[src/design/vna_pkg.sv]
package vna_pkg;

  localparam int unsigned MAX_VERTICES_DEF = 256;

  localparam int unsigned POS_W   = 16;  // Q7.8 coordinate
  localparam int unsigned EDGE_W  = 17;  // difference of two coordinates
  localparam int unsigned CROSS_W = 35;  // cross component, units of 2^-16
  localparam int unsigned MAG_W   = 34;  // magnitude of a cross component
  localparam int unsigned SMAG_W  = 31;  // magnitude after the common shift
  localparam int unsigned SUM_W   = 64;  // sum of three squares
  localparam int unsigned ROOT_W  = 32;  // integer square root of the sum
  localparam int unsigned Q_W     = 15;  // unit component, up to 16384
  localparam int unsigned NRM_W   = 24;  // accumulator word
  localparam int unsigned ONE_SH  = 14;  // one in Q1.14

  localparam logic [1:0] OP_LOAD  = 2'd0;
  localparam logic [1:0] OP_TRI   = 2'd1;
  localparam logic [1:0] OP_READ  = 2'd2;
  localparam logic [1:0] OP_CLEAR = 2'd3;

  localparam logic signed [NRM_W:0] ACC_MAX = 25'sd8388607;
  localparam logic signed [NRM_W:0] ACC_MIN = -25'sd8388608;

  typedef enum logic [4:0] {
    S_CLR,
    S_IDLE,
    S_LOAD,
    S_RD0,
    S_RD1,
    S_V0,
    S_V1,
    S_V2,
    S_V3,
    S_CROSS,
    S_MAG,
    S_SHIFT,
    S_SQ,
    S_NSTART,
    S_NORM,
    S_ARD,
    S_AWR,
    S_DONE
  } state_t;

  typedef enum logic [1:0] {
    N_IDLE,
    N_SQRT,
    N_DINIT,
    N_DIV
  } norm_state_t;

endpackage

[src/design/vna_norm.sv]
module vna_norm import vna_pkg::*; (
  input  logic              clk,
  input  logic              rst,
  input  logic              start,
  input  logic [SMAG_W-1:0] mag [3],
  input  logic [SUM_W-1:0]  sum,
  output logic              done,
  output logic [Q_W-1:0]    quot [3]
);

  norm_state_t nstate, nstate_next;

  logic [SUM_W-1:0]  v;
  logic [ROOT_W+2:0] rem;
  logic [ROOT_W-1:0] root;
  logic [4:0]        cnt;
  logic [1:0]        k;
  logic [ROOT_W-1:0] drem;
  logic [Q_W-1:0]    low;
  logic [Q_W-1:0]    q;

  logic              sqrt_en, div_init, div_en;
  logic [ROOT_W+2:0] rem_sh, trial;
  logic              sq_ge;
  logic [SMAG_W+ONE_SH:0] num;
  logic [ROOT_W:0]   r2;
  logic              dv_ge;

  always_comb begin
    nstate_next = nstate;
    unique case (nstate)
      N_IDLE:  if (start) nstate_next = N_SQRT;
      N_SQRT:  if (cnt == 5'd0) nstate_next = N_DINIT;
      N_DINIT: nstate_next = N_DIV;
      N_DIV:   if (cnt == 5'd0) nstate_next = (k == 2'd2) ? N_IDLE : N_DINIT;
      default: nstate_next = N_IDLE;
    endcase
  end

  always_comb begin
    sqrt_en  = (nstate == N_SQRT);
    div_init = (nstate == N_DINIT);
    div_en   = (nstate == N_DIV);
  end

  // one root digit per cycle
  always_comb begin
    rem_sh = {rem[ROOT_W:0], v[SUM_W-1 -: 2]};
    trial  = {1'b0, root, 2'b01};
    sq_ge  = (rem_sh >= trial);
  end

  // one quotient bit per cycle, rounding half of the root in front
  always_comb begin
    num   = (SMAG_W+ONE_SH+1)'({mag[k], {ONE_SH{1'b0}}}) + (SMAG_W+ONE_SH+1)'(root[ROOT_W-1:1]);
    r2    = {drem, low[Q_W-1]};
    dv_ge = (r2 >= {1'b0, root});
  end

  always_ff @(posedge clk) begin
    if (rst) begin
      nstate <= N_IDLE;
      done   <= 1'b0;
    end else begin
      nstate <= nstate_next;
      done   <= div_en && (cnt == 5'd0) && (k == 2'd2);
    end
  end

  always_ff @(posedge clk) begin
    if (nstate == N_IDLE && start) begin
      v    <= sum;
      rem  <= '0;
      root <= '0;
      cnt  <= 5'd31;
      k    <= 2'd0;
    end
    if (sqrt_en) begin
      v    <= {v[SUM_W-3:0], 2'b00};
      rem  <= sq_ge ? rem_sh - trial : rem_sh;
      root <= {root[ROOT_W-2:0], sq_ge};
      cnt  <= cnt - 5'd1;
    end
    if (div_init) begin
      drem <= ROOT_W'(num[SMAG_W+ONE_SH:Q_W]);
      low  <= num[Q_W-1:0];
      q    <= '0;
      cnt  <= 5'(Q_W - 1);
    end
    if (div_en) begin
      drem <= dv_ge ? ROOT_W'(r2 - {1'b0, root}) : r2[ROOT_W-1:0];
      low  <= {low[Q_W-2:0], 1'b0};
      q    <= {q[Q_W-2:0], dv_ge};
      cnt  <= cnt - 5'd1;
      if (cnt == 5'd0) begin
        quot[k] <= {q[Q_W-2:0], dv_ge};
        k       <= k + 2'd1;
      end
    end
  end

endmodule

[config.mk]
export PLATFORM = sky130hd
export DESIGN_NAME = vna_norm
export DESIGN_NICKNAME = d
export VERILOG_FILES = /design/src/design/vna_pkg.sv /design/src/design/vna_norm.sv
export SDC_FILE = /design/constraint.sdc
export NUM_CORES = 1
export LEC_CHECK = 0
export ABC_AREA = 1
export BUFFER_PORTS_ARGS = -buffer_cell sky130_fd_sc_hd__buf_2
export CAP_MARGIN = 40
export CORE_UTILIZATION = 50
export DETAILED_ROUTE_END_ITERATION = 8
export GPL_ROUTABILITY_DRIVEN = 0
export GPL_TIMING_DRIVEN = 1
export PLACE_DENSITY = 0.71
export SLEW_MARGIN = 20
export SYNTH_ARGS = -nofsm -noshare
export SYNTH_HDL_FRONTEND = slang
export SYNTH_SLANG_ARGS = --single-unit
[constraint.sdc]
create_clock -name clk -period 6.2 [get_ports clk]
set_input_delay 0.31 -clock clk [delete_from_list [all_inputs] [get_ports clk]]
set_output_delay 0.31 -clock clk [all_outputs]
set_load 0.02 [all_outputs]
; After elaboration in Yosys (flattened, before gate mapping)
; Index checks and enable logic that the tools add are counted.
[op_classes]
eq_ne = 7
addsub = 5
bitwise = 1
n_lt_le_gt_ge = 4
mux = 32
n_reduce_logical = 11
[ops]
columns = cell, n
row1 = 32-bit 2-to-1 mux, 5
row2 = 64-bit 2-to-1 mux, 2
row3 = 33-bit 2-to-1 mux, 3
row4 = 31-bit binary-select mux with 2-bit select, 1
row5 = 31-bit 2-to-1 mux, 2
row6 = 45-bit by 31-bit adder with 46-bit output, 1
row7 = 45-bit bitwise mux, 1
row8 = 15-bit 2-to-1 mux, 3
row9 = 35-bit by 34-bit greater-or-equal comparator with 1-bit output, 1
row10 = 33-bit by 32-bit greater-or-equal comparator with 1-bit output, 1
row11 = 33-bit subtractor, 1
row12 = 32-bit subtractor, 1
row13 = 15-bit demux with 2-bit select, 1
row14 = 14-bit 2-to-1 mux, 2
row15 = 5-bit 2-to-1 mux, 4
row16 = 2-bit 2-to-1 mux, 7
row17 = 2-bit one-hot mux with 4 select lines, 1
row18 = 2-bit == test (second input constant), 3
row19 = 5-bit logical NOT, 1
row20 = 5-bit by 1-bit subtractor with 5-bit output (second input constant), 1
row21 = 1-bit logical AND, 4
row22 = 2-bit by 1-bit != test with 1-bit output (second input constant), 2
row23 = 2-bit nonzero test, 2
row24 = 4-bit nonzero test, 1
row25 = 9 further kinds, 9
[totals]
inputBits = 160
ff_bits = 245
output_inout_bits = 46
elab_cells = 75

; Logic depth before layout (Yosys ltp)
; Gate-level depths: netlist (run 1).
[depth]
ltp_word = 7
mapped_depth = 23
ltp_nobuf = 20

; Worst setup path before layout (run 1)
; Ideal clock, no wire load.
[synth_path]
path_type = reg2reg
startpoint = register nstate[0]
endpoint = register rem[0], enable pin
n_path_buf = 2
stages_incl_launch_ff = 7
setup_slack_ps = 1678
t_required_ps = 5097
t_arrival_ps = 3419
period_less_slack_ps = 4522
setup_ps = 1103
path_cell_list = dfxtp_1 -> inv_1 -> ha_1 -> nand2_1 -> clkbuf_1 -> clkbuf_1 -> nand2_1
[synth_via]
elab_chain_cells = 3
elab_cells_between_ends = 4
classes_between = eq/ne: 1 / reduce/logical: 3
[synth_lines]
columns = item, line
row1 = start: declaration, vna_norm.sv:11  ; norm_state_t nstate, nstate_next;
row2 = start signal: assignment, vna_norm.sv:65  ; nstate <= nstate_next;
row3 = 2-bit logical NOT, vna_norm.sv:71  ; if (nstate == N_IDLE && start) begin
row4 = 1-bit logical AND, vna_norm.sv:71
row5 = 2-bit nonzero test (no source line) (*), n/a
row6 = end signal: assignment, vna_norm.sv:80  ; rem <= sq_ge ? rem_sh - trial : rem_sh;
row7 = end: declaration, vna_norm.sv:14  ; logic [ROOT_W+2:0] rem;
; Every way passes the cells marked *; elsewhere a longest branch is shown, timed or not.
; A chain may end at the register's enable or synchronous reset.

; Final worst setup path (run 1)
[layout_path]
startpoint = register k[1]
endpoint = register drem[27] (data pin)
[layout_via]
elab_chain_cells = 7
[layout_lines]
columns = item, line
row1 = start: declaration, vna_norm.sv:17  ; logic [1:0] k;
row2 = start signal: assignment, vna_norm.sv:97  ; k <= k + 2'd1;
row3 = 2-bit NOT with 3-bit output (not written as such), vna_norm.sv:55  ; num = (SMAG_W+ONE_SH+1)'({mag[k], {ONE_SH{1'b0}}}) + (SMAG_W+ONE_SH+1)'(root[ROOT_W-1:1]);
row4 = 31-bit binary-select mux with 2-bit select, vna_norm.sv:55
row5 = 31-bit 2-to-1 mux (not written as such) (2 in a row), vna_norm.sv:55
row6 = 45-bit by 31-bit adder with 46-bit output, vna_norm.sv:55
row7 = 32-bit 2-to-1 mux, vna_norm.sv:84  ; if (div_init) begin
row8 = 32-bit 2-to-1 mux, vna_norm.sv:90  ; if (div_en) begin
row9 = end signal: assignment, vna_norm.sv:85  ; drem <= ROOT_W'(num[SMAG_W+ONE_SH:Q_W]);
row10 = end signal: assignment, vna_norm.sv:91  ; drem <= dv_ge ? ROOT_W'(r2 - {1'b0, root}) : r2[ROOT_W-1:0];
row11 = end: declaration, vna_norm.sv:18  ; logic [ROOT_W-1:0] drem;
; No other way between the ends. The select of a mux whose other input is x is not followed.

==> out/results.tsv, run 1 <==
stage	metric	value	unit
timing	tns	0	ns
setup_path	end_kind	register	
timing	period_minus_slack	3.287	ns
placement	hpwl	37800	um
grt	antenna_found_initial	0	
grt	grt_start_max_net_pins	70	
synth	synth-seq-area-share	0.4049	
route	vias_per_cell	5.244	
synth	synth_edf_count	237	
synth	synth-simple-area-share	0.3480	
route	drt_iter0_markers	1578	
cts	clkLatencyLatePin	0.57	ns
synth	synth-xor-area-share	0.01803	
power_and_ir_drop	power_density	598.9	nW/um^2
setup_path	arrival	3.61	ns
route	drcViolationCount	0	
grt	grt_pass1_vias	14980	
setup_path	reg2reg_slack	2.91	ns
grt	grt_pass1_wl	76840	um
synth	async_flop_share	0	
route	drt.antenna.violating_nets	0	
flow_run	cap_violations	0	
synth	synth_top_family_by_area	simple AND/OR/NAND/NOR gates	
cts	cts_setup_buffers	0	
die	ios	206	
setup_path	crit_path_start	k[1]	
synth	ys_ff_latch	245	
placement	place_ws	2.967	ns
timing	worst_pin_slew	0.8394	ns
setup_path	r2r-start	k[1]	
synth	yosys.area_share.adder	0.06628	
setup_path	start_kind	register	
die	fp-row-count	69	
synth	synth.area.mux_share	0	
grt	grt.total_usage	0.2646	
timing	hold_viol	0	
cts	cts.htree.levels	1	
final_layout	mostFrequentLayoutCells	nand2_1, inv_1, edfxtp_1	
timing	relSlewSlack	0.4404	
route	num_vias	16690	
setup_path	reg2reg_to	drem[27]	
timing	setup_viol	0	
power_and_ir_drop	vdd_drop_max	0.3525	mV
hold_path	hp-class	input port to register	
synth	synth_compound_area_frac	0.05945	
timing	rsz0062_at_grt	no	
timing	fin_ws	2.913	ns
setup_path	crit_fanout	31	
synth	postSynthAreaPerCell	7.138	um^2
power_and_ir_drop	power_leakage	0.01026	uW
cts	cts_sinks	245	
route	firstDrtPassIters	5	
setup_path	crit_end	drem[27]	
setup_path	criticalPathCategory	register to register	
cts	numCtsBuffers	27	
setup_path	r2r_cells	18	
final_layout	fin_area	20370	um^2
run_status	status	completed	
placement	placed_cell_area	19410	um^2
route	wl_per_cell	15.49	um
final_layout	layout-drive-gt1-share	0.1282	
timing	fin_crit_sh	0.5302	
cts	clockBufferDepth	3	
route	drt_wl_total	49290	um
die	die-area	36710	um^2
grt	grt-ovfl-total	0	
final_layout	area_delta_synth_final	13.36	%
synth	synth_cells	2518	
die	die_y	191.6	um
synth	synthFlopType	edfxtp_1	
synth	syn_area	17970	um^2
final_layout	finish.net_count	2955	
setup_path	worstPathRequired	6.52	ns
die	start_util	0.5065	
synth	yosys_warnings	0	
die	fp.dieW	191.6	um
final_layout	antennaDiodeCount	0	
final_layout	layout_commonest_cell	nand2_1	
placement	numPortBuffers	205	
cts	cts_tree	yes	
die	core	35480	um^2
cts	clk_pin_slew	0.07	ns
timing	drv_slew	0	
cts	cts_root_buffer	clkbuf_16	
synth	synthDistinctLibCells	45	
synth	synth_fp_nets	2772	
timing	fin_worst_skew	0.02215	ns
timing	max_freq	0.3042	GHz
==> flip-flops by register name, indices dropped and copies added, names as in the netlist <==
register	cells
q	14
root	32
nstate	2
k	2
v	64
done	1
quot	45
rem	33
low	15
cnt	5
drem	32
==> critical path, stage by stage (launching register included) <==
cell and delay [ns]:
dfxtp_1 0.65, inv_4 0.23, nor2_8 0.39, nand2_1 0.08, o21ai_0 0.12, ha_1 0.31
or2_2 0.30, nand2_1 0.08, inv_1 0.06, nand2_1 0.06, nand2_1 0.11, nand2_1 0.09
nand2_1 0.08, nand2_1 0.09, nand2_1 0.13, nand2_1 0.10, nand2_1 0.05, nand3_1 0.07
nand2_1 0.05
==> cell type report <==
type | instances | area, um^2
clock inverters | 23 | 256.5
fillers | 3256 | 15110
repair buffers | 220 | 1229
multi-input cells | 1811 | 8865
flip-flops and latches | 245 | 7277
well taps | 461 | 576.8
clock buffers | 27 | 675.6
inverters | 396 | 1494
==> per-stage QoR <==
| stage | util | total power [uW] | hold slack, ns | instances |
|---|---|---|---|---|
| 2_1_floorplan | - | 8617 | 0.3868 | 2518 |
| 3_3_place_gp | 0.5442 | 10210 | 0.4535 | 3126 |
| 3_5_place_dp | 0.5469 | 10370 | 0.4677 | 3130 |
| 4_1_cts | 0.5738 | 12120 | 0.01314 | 3182 |
| 5_1_grt | 0.5742 | 13210 | 0.03447 | 3183 |
| 6_report | 0.5742 | 12200 | 0.03451 | 3183 |
==> synth_stat cells, types with 2 or more instances <==
master    count  share of area
nand3b_1     47          0.020
a21oi_2       3         0.0015
xor2_1       16         0.0078
clkinv_1      2        0.00042
and3_1        3         0.0010
inv_2        10         0.0021
nand3_1     143          0.040
buf_1         8         0.0017
buf_6        11         0.0069
or2_2        14         0.0049
nand2_4       2         0.0013
nor2_1      212          0.044
edfxtp_1    237           0.40
xnor2_1      21          0.010
nand2_2      17         0.0059
o21ai_0     135          0.038
a31o_2        2        0.00097
nand3_2       2         0.0011
buf_2         6         0.0017
a211oi_1      3         0.0013
nor2_2       17         0.0059
o21bai_1      6         0.0025
nand2_8       2         0.0022
a21oi_1      48          0.013
nor2_8        2         0.0022
dfxtp_1       8         0.0089
nor3_1       15         0.0042
ha_1         92          0.064
inv_1       382          0.080
and2_1        8         0.0028
o211ai_1      2        0.00084
clkbuf_1     36         0.0075
nor3_2        4         0.0022
fa_1          2         0.0022
buf_4         4         0.0017
o21a_1        2        0.00084
nand2_1     963           0.20
nand4_1      24         0.0084
==> worst min-delay path by stage <==
| stage | from | to | slack (ns) | cells past startpoint |
|---|---|---|---|---|
| 6_report | sum[0] | v[0] | 0.03 | 3 |
| 5_1_grt | sum[0] | v[0] | 0.03 | 3 |
| 4_1_cts | sum[0] | v[0] | 0.01 | 3 |
| 3_5_place_dp | q[13] | quot[14] | 0.47 | 0 |
| 3_3_place_gp | q[13] | quot[29] | 0.45 | 0 |
| 2_1_floorplan | rst | done | 0.39 | 1 |
==> cells by family after synthesis <==
logic type / Yosys count
flip-flops: 245
buffers and inverters: 462
AO/OA/AOI/OAI: 203
adder cells (fa/ha/maj): 94
XOR/XNOR: 37
AND/OR/NAND/NOR: 1477
==> repair_timing <==
item,CTS,global route
endpoints found under the hold margin,4,0
resized for setup,0,0
hold buffers,2,0
==> routing by layer <==
layer / vias up / global-route usage / wire, um
li1: 8339 / - / -
met1: 7631 / 0.3729 / 21590
met2: 615 / 0.4189 / 22520
met3: 108 / 0.03545 / 3417
met4: 0 / 0.08791 / 1764
met5: - / 0 / 0
==> power breakdown <==
group | total (uW) | switching [uW] | leakage [uW] | internal, uW
Combinational | 7340 | 4960 | 0.00745 | 2370
Sequential | 3180 | 358 | 0.00236 | 2820
Clock | 1690 | 711 | 0.000454 | 977
Total | 12200 | 6030 | 0.0103 | 6170
(Power assumes the default switching activity.)
==> inputs of run 2 (changes only) <==
--- a/config.mk
+++ b/config.mk
@@ -5,14 +5,14 @@
 export SDC_FILE = /design/constraint.sdc
 export NUM_CORES = 1
 export LEC_CHECK = 0
-export ABC_AREA = 1
+export ABC_AREA = 0
 export BUFFER_PORTS_ARGS = -buffer_cell sky130_fd_sc_hd__buf_2
 export CAP_MARGIN = 40
 export CORE_UTILIZATION = 50
 export DETAILED_ROUTE_END_ITERATION = 8
 export GPL_ROUTABILITY_DRIVEN = 0
 export GPL_TIMING_DRIVEN = 1
-export PLACE_DENSITY = 0.71
+export PLACE_DENSITY = 0.72
 export SLEW_MARGIN = 20
 export SYNTH_ARGS = -nofsm -noshare
 export SYNTH_HDL_FRONTEND = slang
==> constraint.sdc (replaced) <==
create_clock -name clk -period 3.29 [get_ports clk]
set_input_delay 0.1645 -clock clk [delete_from_list [all_inputs] [get_ports clk]]
set_output_delay 0.1645 -clock clk [all_outputs]
set_load 0.02 [all_outputs]
==> run 2 against run 1 <==
- wire length decreased by 11%
- critical path depth decreased by 5
- utilization increased by 7.8 points
- synthesized cell count decreased by 42%
- final area decreased by 4.6%
- sequential share of layout area increased by 1.7 points
- maximum frequency increased by 0.77%
- worst hold slack improved by 0.030 ns
- global-route usage increased by 0.83 points
- clock power increased by 86%
- die area decreased by 15%
- largest cell class unchanged
- highest routed layer unchanged
==> out/results.tsv, run 2 <==
stage	metric	value	unit	change
run_status	status	completed		
setup_path	worstPathRequired	3.57	ns	-2.95 ns
final_layout	mostFrequentLayoutCells	edfxtp_1, buf_2, nand2_1		
timing	worst_pin_slew	0.8247	ns	-0.01473 ns
setup_path	criticalPathCategory	register to register		
setup_path	crit_fanout	7		-77%
final_layout	top_register	v		
timing	rsz0062_at_grt	yes		
route	wl_per_cell	19.69	um	+27%
cts	cts.htree.levels	1		unchanged
cts	cts_tree	yes		
timing	hold_ws	0.06489	ns	+0.03038 ns
hold_path	min_delay_path_depth	5		+2
flow_run	cap_violations	0		unchanged
synth	syn_area	15240	um^2	-15%
timing	drv_slew	0		unchanged
synth	synthDistinctLibCells	78		+73%
synth	yosys.area.top_type	edfxtp_1		
grt	antenna_found_initial	0		unchanged
synth	async_flop_share	0		unchanged
setup_path	start_kind	register		
final_layout	antennaDiodeCount	0		unchanged
power_and_ir_drop	power.total	22180	uW	+82%
placement	placed_cell_area	17480	um^2	-9.9%
synth	synth_edf_count	237		unchanged
die	core	29800	um^2	-16%
cts	clk_pin_slew	0.06	ns	about the same
timing	hold_viol	0		unchanged
hold_path	hp-class	input port to register		
final_layout	layout-drive-gt1-share	0.2464		+0.1182
die	fp-row-count	63		-8.7%
die	start_util	0.5115		+0.005042
die	die_y	176.6	um	-7.8%
setup_path	r2r_cells	13		-5
final_layout	post-route-util	0.6522		+0.07800
cts	cts_root_buffer	clkbuf_16		
final_layout	reg_top3	v: 64 flops, quot: 45 flops, rem: 33 flops		
timing	max_freq	0.3066	GHz	+0.77%
synth	synth_area_leaders	edfxtp_1, ha_1, a22o_1		
die	ios	206		unchanged
cts	numCtsBuffers	27		unchanged
grt	grt-ovfl-total	0		unchanged
power_and_ir_drop	power_density	1141	nW/um^2	+91%
timing	period_minus_slack	3.262	ns	-0.02520 ns
timing	fin_worst_skew	0.01390	ns	-0.008257 ns
setup_path	arrival	3.54	ns	-0.07 ns
placement	numPortBuffers	205		unchanged
route	firstDrtPassIters	5		unchanged
synth	postSynthAreaPerCell	10.50	um^2	+47%
timing	setup_viol	0		unchanged
route	drcViolationCount	0		unchanged
synth	synth_top_area_frac	0.4669		+0.07093
die	fp.dieW	176.6	um	-7.8%
cts	clockBufferDepth	3		unchanged
route	drt_iter0_markers	1175		-26%
synth	post-synth-top-count-cell	edfxtp_1		
grt	grt_pass1_vias	12690		-15%
synth	synthTopCellsByCount	edfxtp_1, nand2_1, a21oi_1		
power_and_ir_drop	power_leakage	0.007987	uW	-22%
synth	synth-seq-area-share	0.4774		+0.07252
route	num_vias	12990		-22%
final_layout	finish.net_count	2059		-30%
final_layout	fin_area	19430	um^2	-4.6%
grt	grt.total_usage	0.2729		+0.008308
timing	relSlewSlack	0.4502		+0.009819
setup_path	end_kind	register		
route	drt.antenna.violating_nets	0		unchanged
cts	clkLatencyLatePin	0.56	ns	about the same
route	drt_wl_total	43630	um	-11%
final_layout	largest_reg_flops	64		unchanged
synth	synthFlopType	edfxtp_1		
grt	grt_pass1_wl	66360	um	-14%
power_and_ir_drop	vdd_drop_max	0.6004	mV	+70%
route	vias_per_cell	5.861		+12%
synth	synth_cells	1451		-42%
synth	ys_ff_latch	245		unchanged
placement	hpwl	30780	um	-19%
synth	synth_fp_nets	1705		-38%
final_layout	layout_commonest_cell	edfxtp_1		
die	die-area	31190	um^2	-15%
synth	yosys_warnings	0		unchanged
final_layout	area_delta_synth_final	27.49	%	
timing	fin_crit_sh	0.9914		+0.4613
grt	grt_start_max_net_pins	156		+120%
cts	cts_sinks	245		unchanged
-- run 2: cell count changes after synthesis, sizes merged, moves of 54 or more --
cell   before  now
a21oi      51  105
mux2i       0   61
inv       394   64
nand2     984  118
nor2      232   77
a22o        0   76
nand3     145   46
-- run 2: power breakdown --
part / total (uW) / internal (uW) / switching, uW
registers: 5840 / 5210 / 628
logic: 13200 / 5660 / 7550
clock network: 3140 / 1850 / 1290
total: 22200 / 12700 / 9460
-- run 2: what timing repair did --
action,in CTS,in global routing
pin swaps,11,28
setup buffers,4,9
cloned,0,0
resized for setup,29,40
endpoints found under the hold margin,67,0
hold buffers,65,0
endpoints found under the setup margin,13,60
-- run 2: final cells by class --
| class | instances | area (um^2) |
|---|---|---|
| tap | 390 | 488.0 |
| timing repair buffer | 398 | 2801 |
| fill | 2295 | 10360 |
| clock buffer | 39 | 760.7 |
| inverter | 64 | 240.2 |
| clock inverter | 11 | 151.4 |
| sequential | 245 | 7281 |
| multi-input combinational | 1069 | 7710 |
-- run 2: worst paths after layout --
kind | start | end | slack [ns]
hold / removal | start | nstate[0] | 0.06
setup reg to reg | k[1] | drem[28] | 0.03
setup / recovery | k[1] | drem[28] | 0.03
hold reg to reg | v[1] | v[1] | 0.47
-- run 2: routing by layer --
metal / track usage / part of all wire
met5: 0 / 0
met4: 0.09159 / 0.031
met3: 0.03962 / 0.065
met2: 0.4709 / 0.49
met1: 0.3497 / 0.41
-- run 2: metrics by stage --
| step | instances | setup slack, ns | TNS, ns |
|---|---|---|---|
| floorplan | 1451 | 0.003167 | 0 |
| global placement | 2087 | -0.1457 | -0.9101 |
| detailed placement | 2087 | -0.1885 | -1.439 |
| CTS | 2206 | -0.05065 | -0.2055 |
| global route | 2216 | -0.08532 | -0.4185 |
| finish | 2216 | 0.02813 | 0 |
-- run 2: critical path: stages (launching register included) --
cell	delay, ns
dfxtp_4	0.40
buf_12	0.15
mux2i_4	0.29
o21ai_4	0.09
ha_4	0.23
a211oi_2	0.23
nor2_2	0.07
o31ai_2	0.26
nor2_1	0.10
o311a_1	0.34
a311o_2	0.40
nand4_1	0.13
xor2_1	0.20
a2bb2oi_1	0.08
-- run 2: cell families (layout without fill, tap and decap cells) --
group | Yosys count | after routing | synth area share
AO/OA/AOI/OAI | 430 | 430 | 0.1892
AND/OR/NAND/NOR | 399 | 399 | 0.1285
flip-flops | 245 | 245 | 0.4774
buffers and inverters | 137 | 512 | 0.03686
adder cells (fa/ha/maj) | 94 | 94 | 0.07815
XOR/XNOR | 79 | 79 | 0.04539
multiplexers | 67 | 67 | 0.04449
==> inputs of run 3 (changes only) <==
--- a/config.mk
+++ b/config.mk
@@ -9,6 +9,7 @@
 export BUFFER_PORTS_ARGS = -buffer_cell sky130_fd_sc_hd__buf_2
 export CAP_MARGIN = 40
 export CORE_UTILIZATION = 50
+export CTS_CLUSTER_DIAMETER = 60
 export DETAILED_ROUTE_END_ITERATION = 8
 export GPL_ROUTABILITY_DRIVEN = 0
 export GPL_TIMING_DRIVEN = 1
==> constraint.sdc (replaced) <==
create_clock -name clk -period 3.32 [get_ports clk]
set_input_delay 0.166 -clock clk [delete_from_list [all_inputs] [get_ports clk]]
set_output_delay 0.166 -clock clk [all_outputs]
set_load 0.02 [all_outputs]
==> run 3 against run 2 <==
- sequential share of layout area is 0.072 points higher
- register-to-register slack better by 0.08 ns
- wire length is 0.65% higher
- clock skew is 0.0083 ns higher
- clock power is 9.9% higher
- non-clock buffer count is 11 lower
- flip-flop and latch count stayed put
- critical path type unchanged
- critical endpoint is now drem[30]
- largest power group unchanged
==> out/results.tsv, run 3 (synthesis results as in run 2) <==
stage	metric	value	unit	change
power_and_ir_drop	power.switching	9425	uW	-0.41%
final_layout	top_register	v		
route	drcViolationCount	0		unchanged
final_layout	n_fill_cell	2273		-0.96%
power_and_ir_drop	power_density	1143	nW/um^2	about the same
final_layout	area_delta_synth_final	27.25	%	
timing	fin_worst_skew	0.02223	ns	+0.008332 ns
route	drt_iter0_markers	985		-16%
grt	grt_pass1_vias	12540		-1.2%
setup_path	crit_fanout	12		+5
setup_path	end_kind	register		
placement	placed_cell_area	17270	um^2	-1.2%
timing	tns	0	ns	unchanged
die	core	29800	um^2	unchanged
placement	numPortBuffers	205		unchanged
route	firstDrtPassIters	5		unchanged
final_layout	reg_top3	v: 64 flops, quot: 45 flops, rem: 33 flops		
grt	grt_pass1_wl	66780	um	+0.62%
die	die_y	176.6	um	unchanged
timing	worst_pin_slew	0.7930	ns	-0.03168 ns
grt	grt.total_usage	0.2739		+0.001008
run_status	status	completed		
final_layout	largest_reg_flops	64		unchanged
cts	clk_pin_slew	0.06	ns	about the same
power_and_ir_drop	p_int	12730	uW	+0.13%
cts	cts_sinks	245		unchanged
cts	cts_tree	yes		
final_layout	mostFrequentLayoutCells	edfxtp_1, buf_2, nand2_1		
timing	fin_crit_sh	0.9664		-0.02508
final_layout	layout_commonest_cell	edfxtp_1		
power_and_ir_drop	power.total	22160	uW	about the same
die	ios	206		unchanged
cts	cts.htree.levels	1		unchanged
power_and_ir_drop	switching_share	0.4253		-0.001325
route	drt.antenna.violating_nets	0		unchanged
setup_path	start_kind	register		
final_layout	fin_area	19390	um^2	-0.19%
grt	grt_start_max_net_pins	100		-36%
setup_path	arrival	3.61	ns	+0.07 ns
setup_path	worstPathRequired	3.72	ns	+0.15 ns
route	num_vias	13040		+0.38%
timing	drv_slew	0		unchanged
timing	relSlewSlack	0.4713		+0.02112
power_and_ir_drop	clock_power_share	0.156		+0.015
route	wl_per_cell	19.89	um	+1.0%
cts	clockBufferDepth	3		unchanged
setup_path	reg2reg_slack	0.11	ns	+0.08 ns
power_and_ir_drop	comb_power_share	0.583		-0.012
cts	cts_root_buffer	clkbuf_16		
cts	numCtsBuffers	29		+7.4%
route	vias_per_cell	5.904		+0.74%
die	fp.dieW	176.6	um	unchanged
timing	period_minus_slack	3.208	ns	-0.05353 ns
route	drt_wl_total	43920	um	+0.65%
timing	setup_viol	0		unchanged
final_layout	layout-drive-gt1-share	0.2499		+0.003422
final_layout	multi_input_area	7694	um^2	-0.21%
final_layout	register_area	7281	um^2	unchanged
final_layout	finish.net_count	2050		-0.44%
setup_path	crit_end	drem[30]		
power_and_ir_drop	vdd_drop_max	0.6565	mV	+9.4%
grt	antenna_found_initial	1		+1
setup_path	r2r_cells	13		unchanged
final_layout	post-route-util	0.6509		-0.001259
die	start_util	0.5115		unchanged
timing	hold_viol	0		unchanged
setup_path	r2r-start	k[1]		
hold_path	hp-class	input port to register		
die	fp-row-count	63		unchanged
timing	hold_ws	0.06111	ns	-0.003782 ns
grt	grt-ovfl-total	0		unchanged
die	die-area	31190	um^2	unchanged
setup_path	crit_path_start	k[1]		
timing	max_freq	0.3117	GHz	+1.7%
setup_path	reg2reg_to	drem[30]		
placement	hpwl	30980	um	+0.66%
power_and_ir_drop	power_leakage	0.007969	uW	-0.22%
power_and_ir_drop	seqPwrFrac	0.261		-0.002
cts	clkLatencyLatePin	0.57	ns	about the same
flow_run	cap_violations	0		unchanged
setup_path	criticalPathCategory	register to register		
run 3: cell count changes in the layout (fill, tap and decap cells not counted), sizes merged, moves of 3 or more:
cell / before / now
inv: 66 / 69
bufinv: 3 / 6
buf: 333 / 322
clkbuf: 39 / 29
clkinv: 5 / 10
run 3: per-layer routing:
layer	track usage	share of wire
met3	0.04350	0.063
met5	0	0
met4	0.1063	0.042
met1	0.3530	0.41
met2	0.4609	0.49
run 3: worst min-delay path by stage:
stage               start        end  slack, ns  cells past startpoint
finish              start  nstate[0]       0.06                      5
global route        start       k[1]       0.11                      3
CTS                 start  nstate[0]       0.04                      5
detailed placement    rst       done       0.39                      2
global placement      rst       done       0.38                      2
floorplan             rst       done       0.24                      1
run 3: stage by stage:
stage,std cells,setup WS [ns]
after floorplan,1451,0.003501
after global placement,2071,0.04529
after detailed placement,2071,-0.06917
after CTS,2189,0.001673
after global routing,2208,-0.04335
final,2208,0.1117
run 3: critical path: stages (launching register included):
cell and delay, ns:
dfxtp_4 0.43, buf_8 0.15, buf_4 0.12, buf_4 0.22, mux2i_1 0.26, o21ai_0 0.17, ha_1 0.36, buf_4 0.13
a21oi_1 0.06, nor2b_1 0.12, a311o_2 0.22, nand2_2 0.09, or4_1 0.53, a22oi_1 0.20
run 3: timing repair:
| item | in CTS | in global routing |
|---|---|---|
| endpoints found under the hold margin | 67 | 0 |
| buffers inserted | 1 | 18 |
| setup endpoints to repair | 13 | 61 |
| gates resized for setup | 6 | 65 |
| hold buffers | 65 | 0 |
| pin swaps | 3 | 20 |
run 3: final cells by class:
type / instances / area share
Sequential cell: 245 / 0.3754
Clock inverter: 23 / 0.01574
Multi-Input combinational cell: 1069 / 0.3967
Inverter: 64 / 0.01239
Antenna cell: 1 / 0.0001290
Tap cell: 390 / 0.02516
Timing Repair Buffer: 387 / 0.1371
Clock buffer: 29 / 0.03742
run 3: power groups by stage:
stage	Combinational (uW)	Sequential [uW]	Clock (uW)
6_report	12900	5790	3450
5_1_grt	14100	5890	3600
4_1_cts	12200	5760	3480
3_5_place_dp	12000	5800	0
3_3_place_gp	11800	5770	0
2_1_floorplan	8570	5650	0
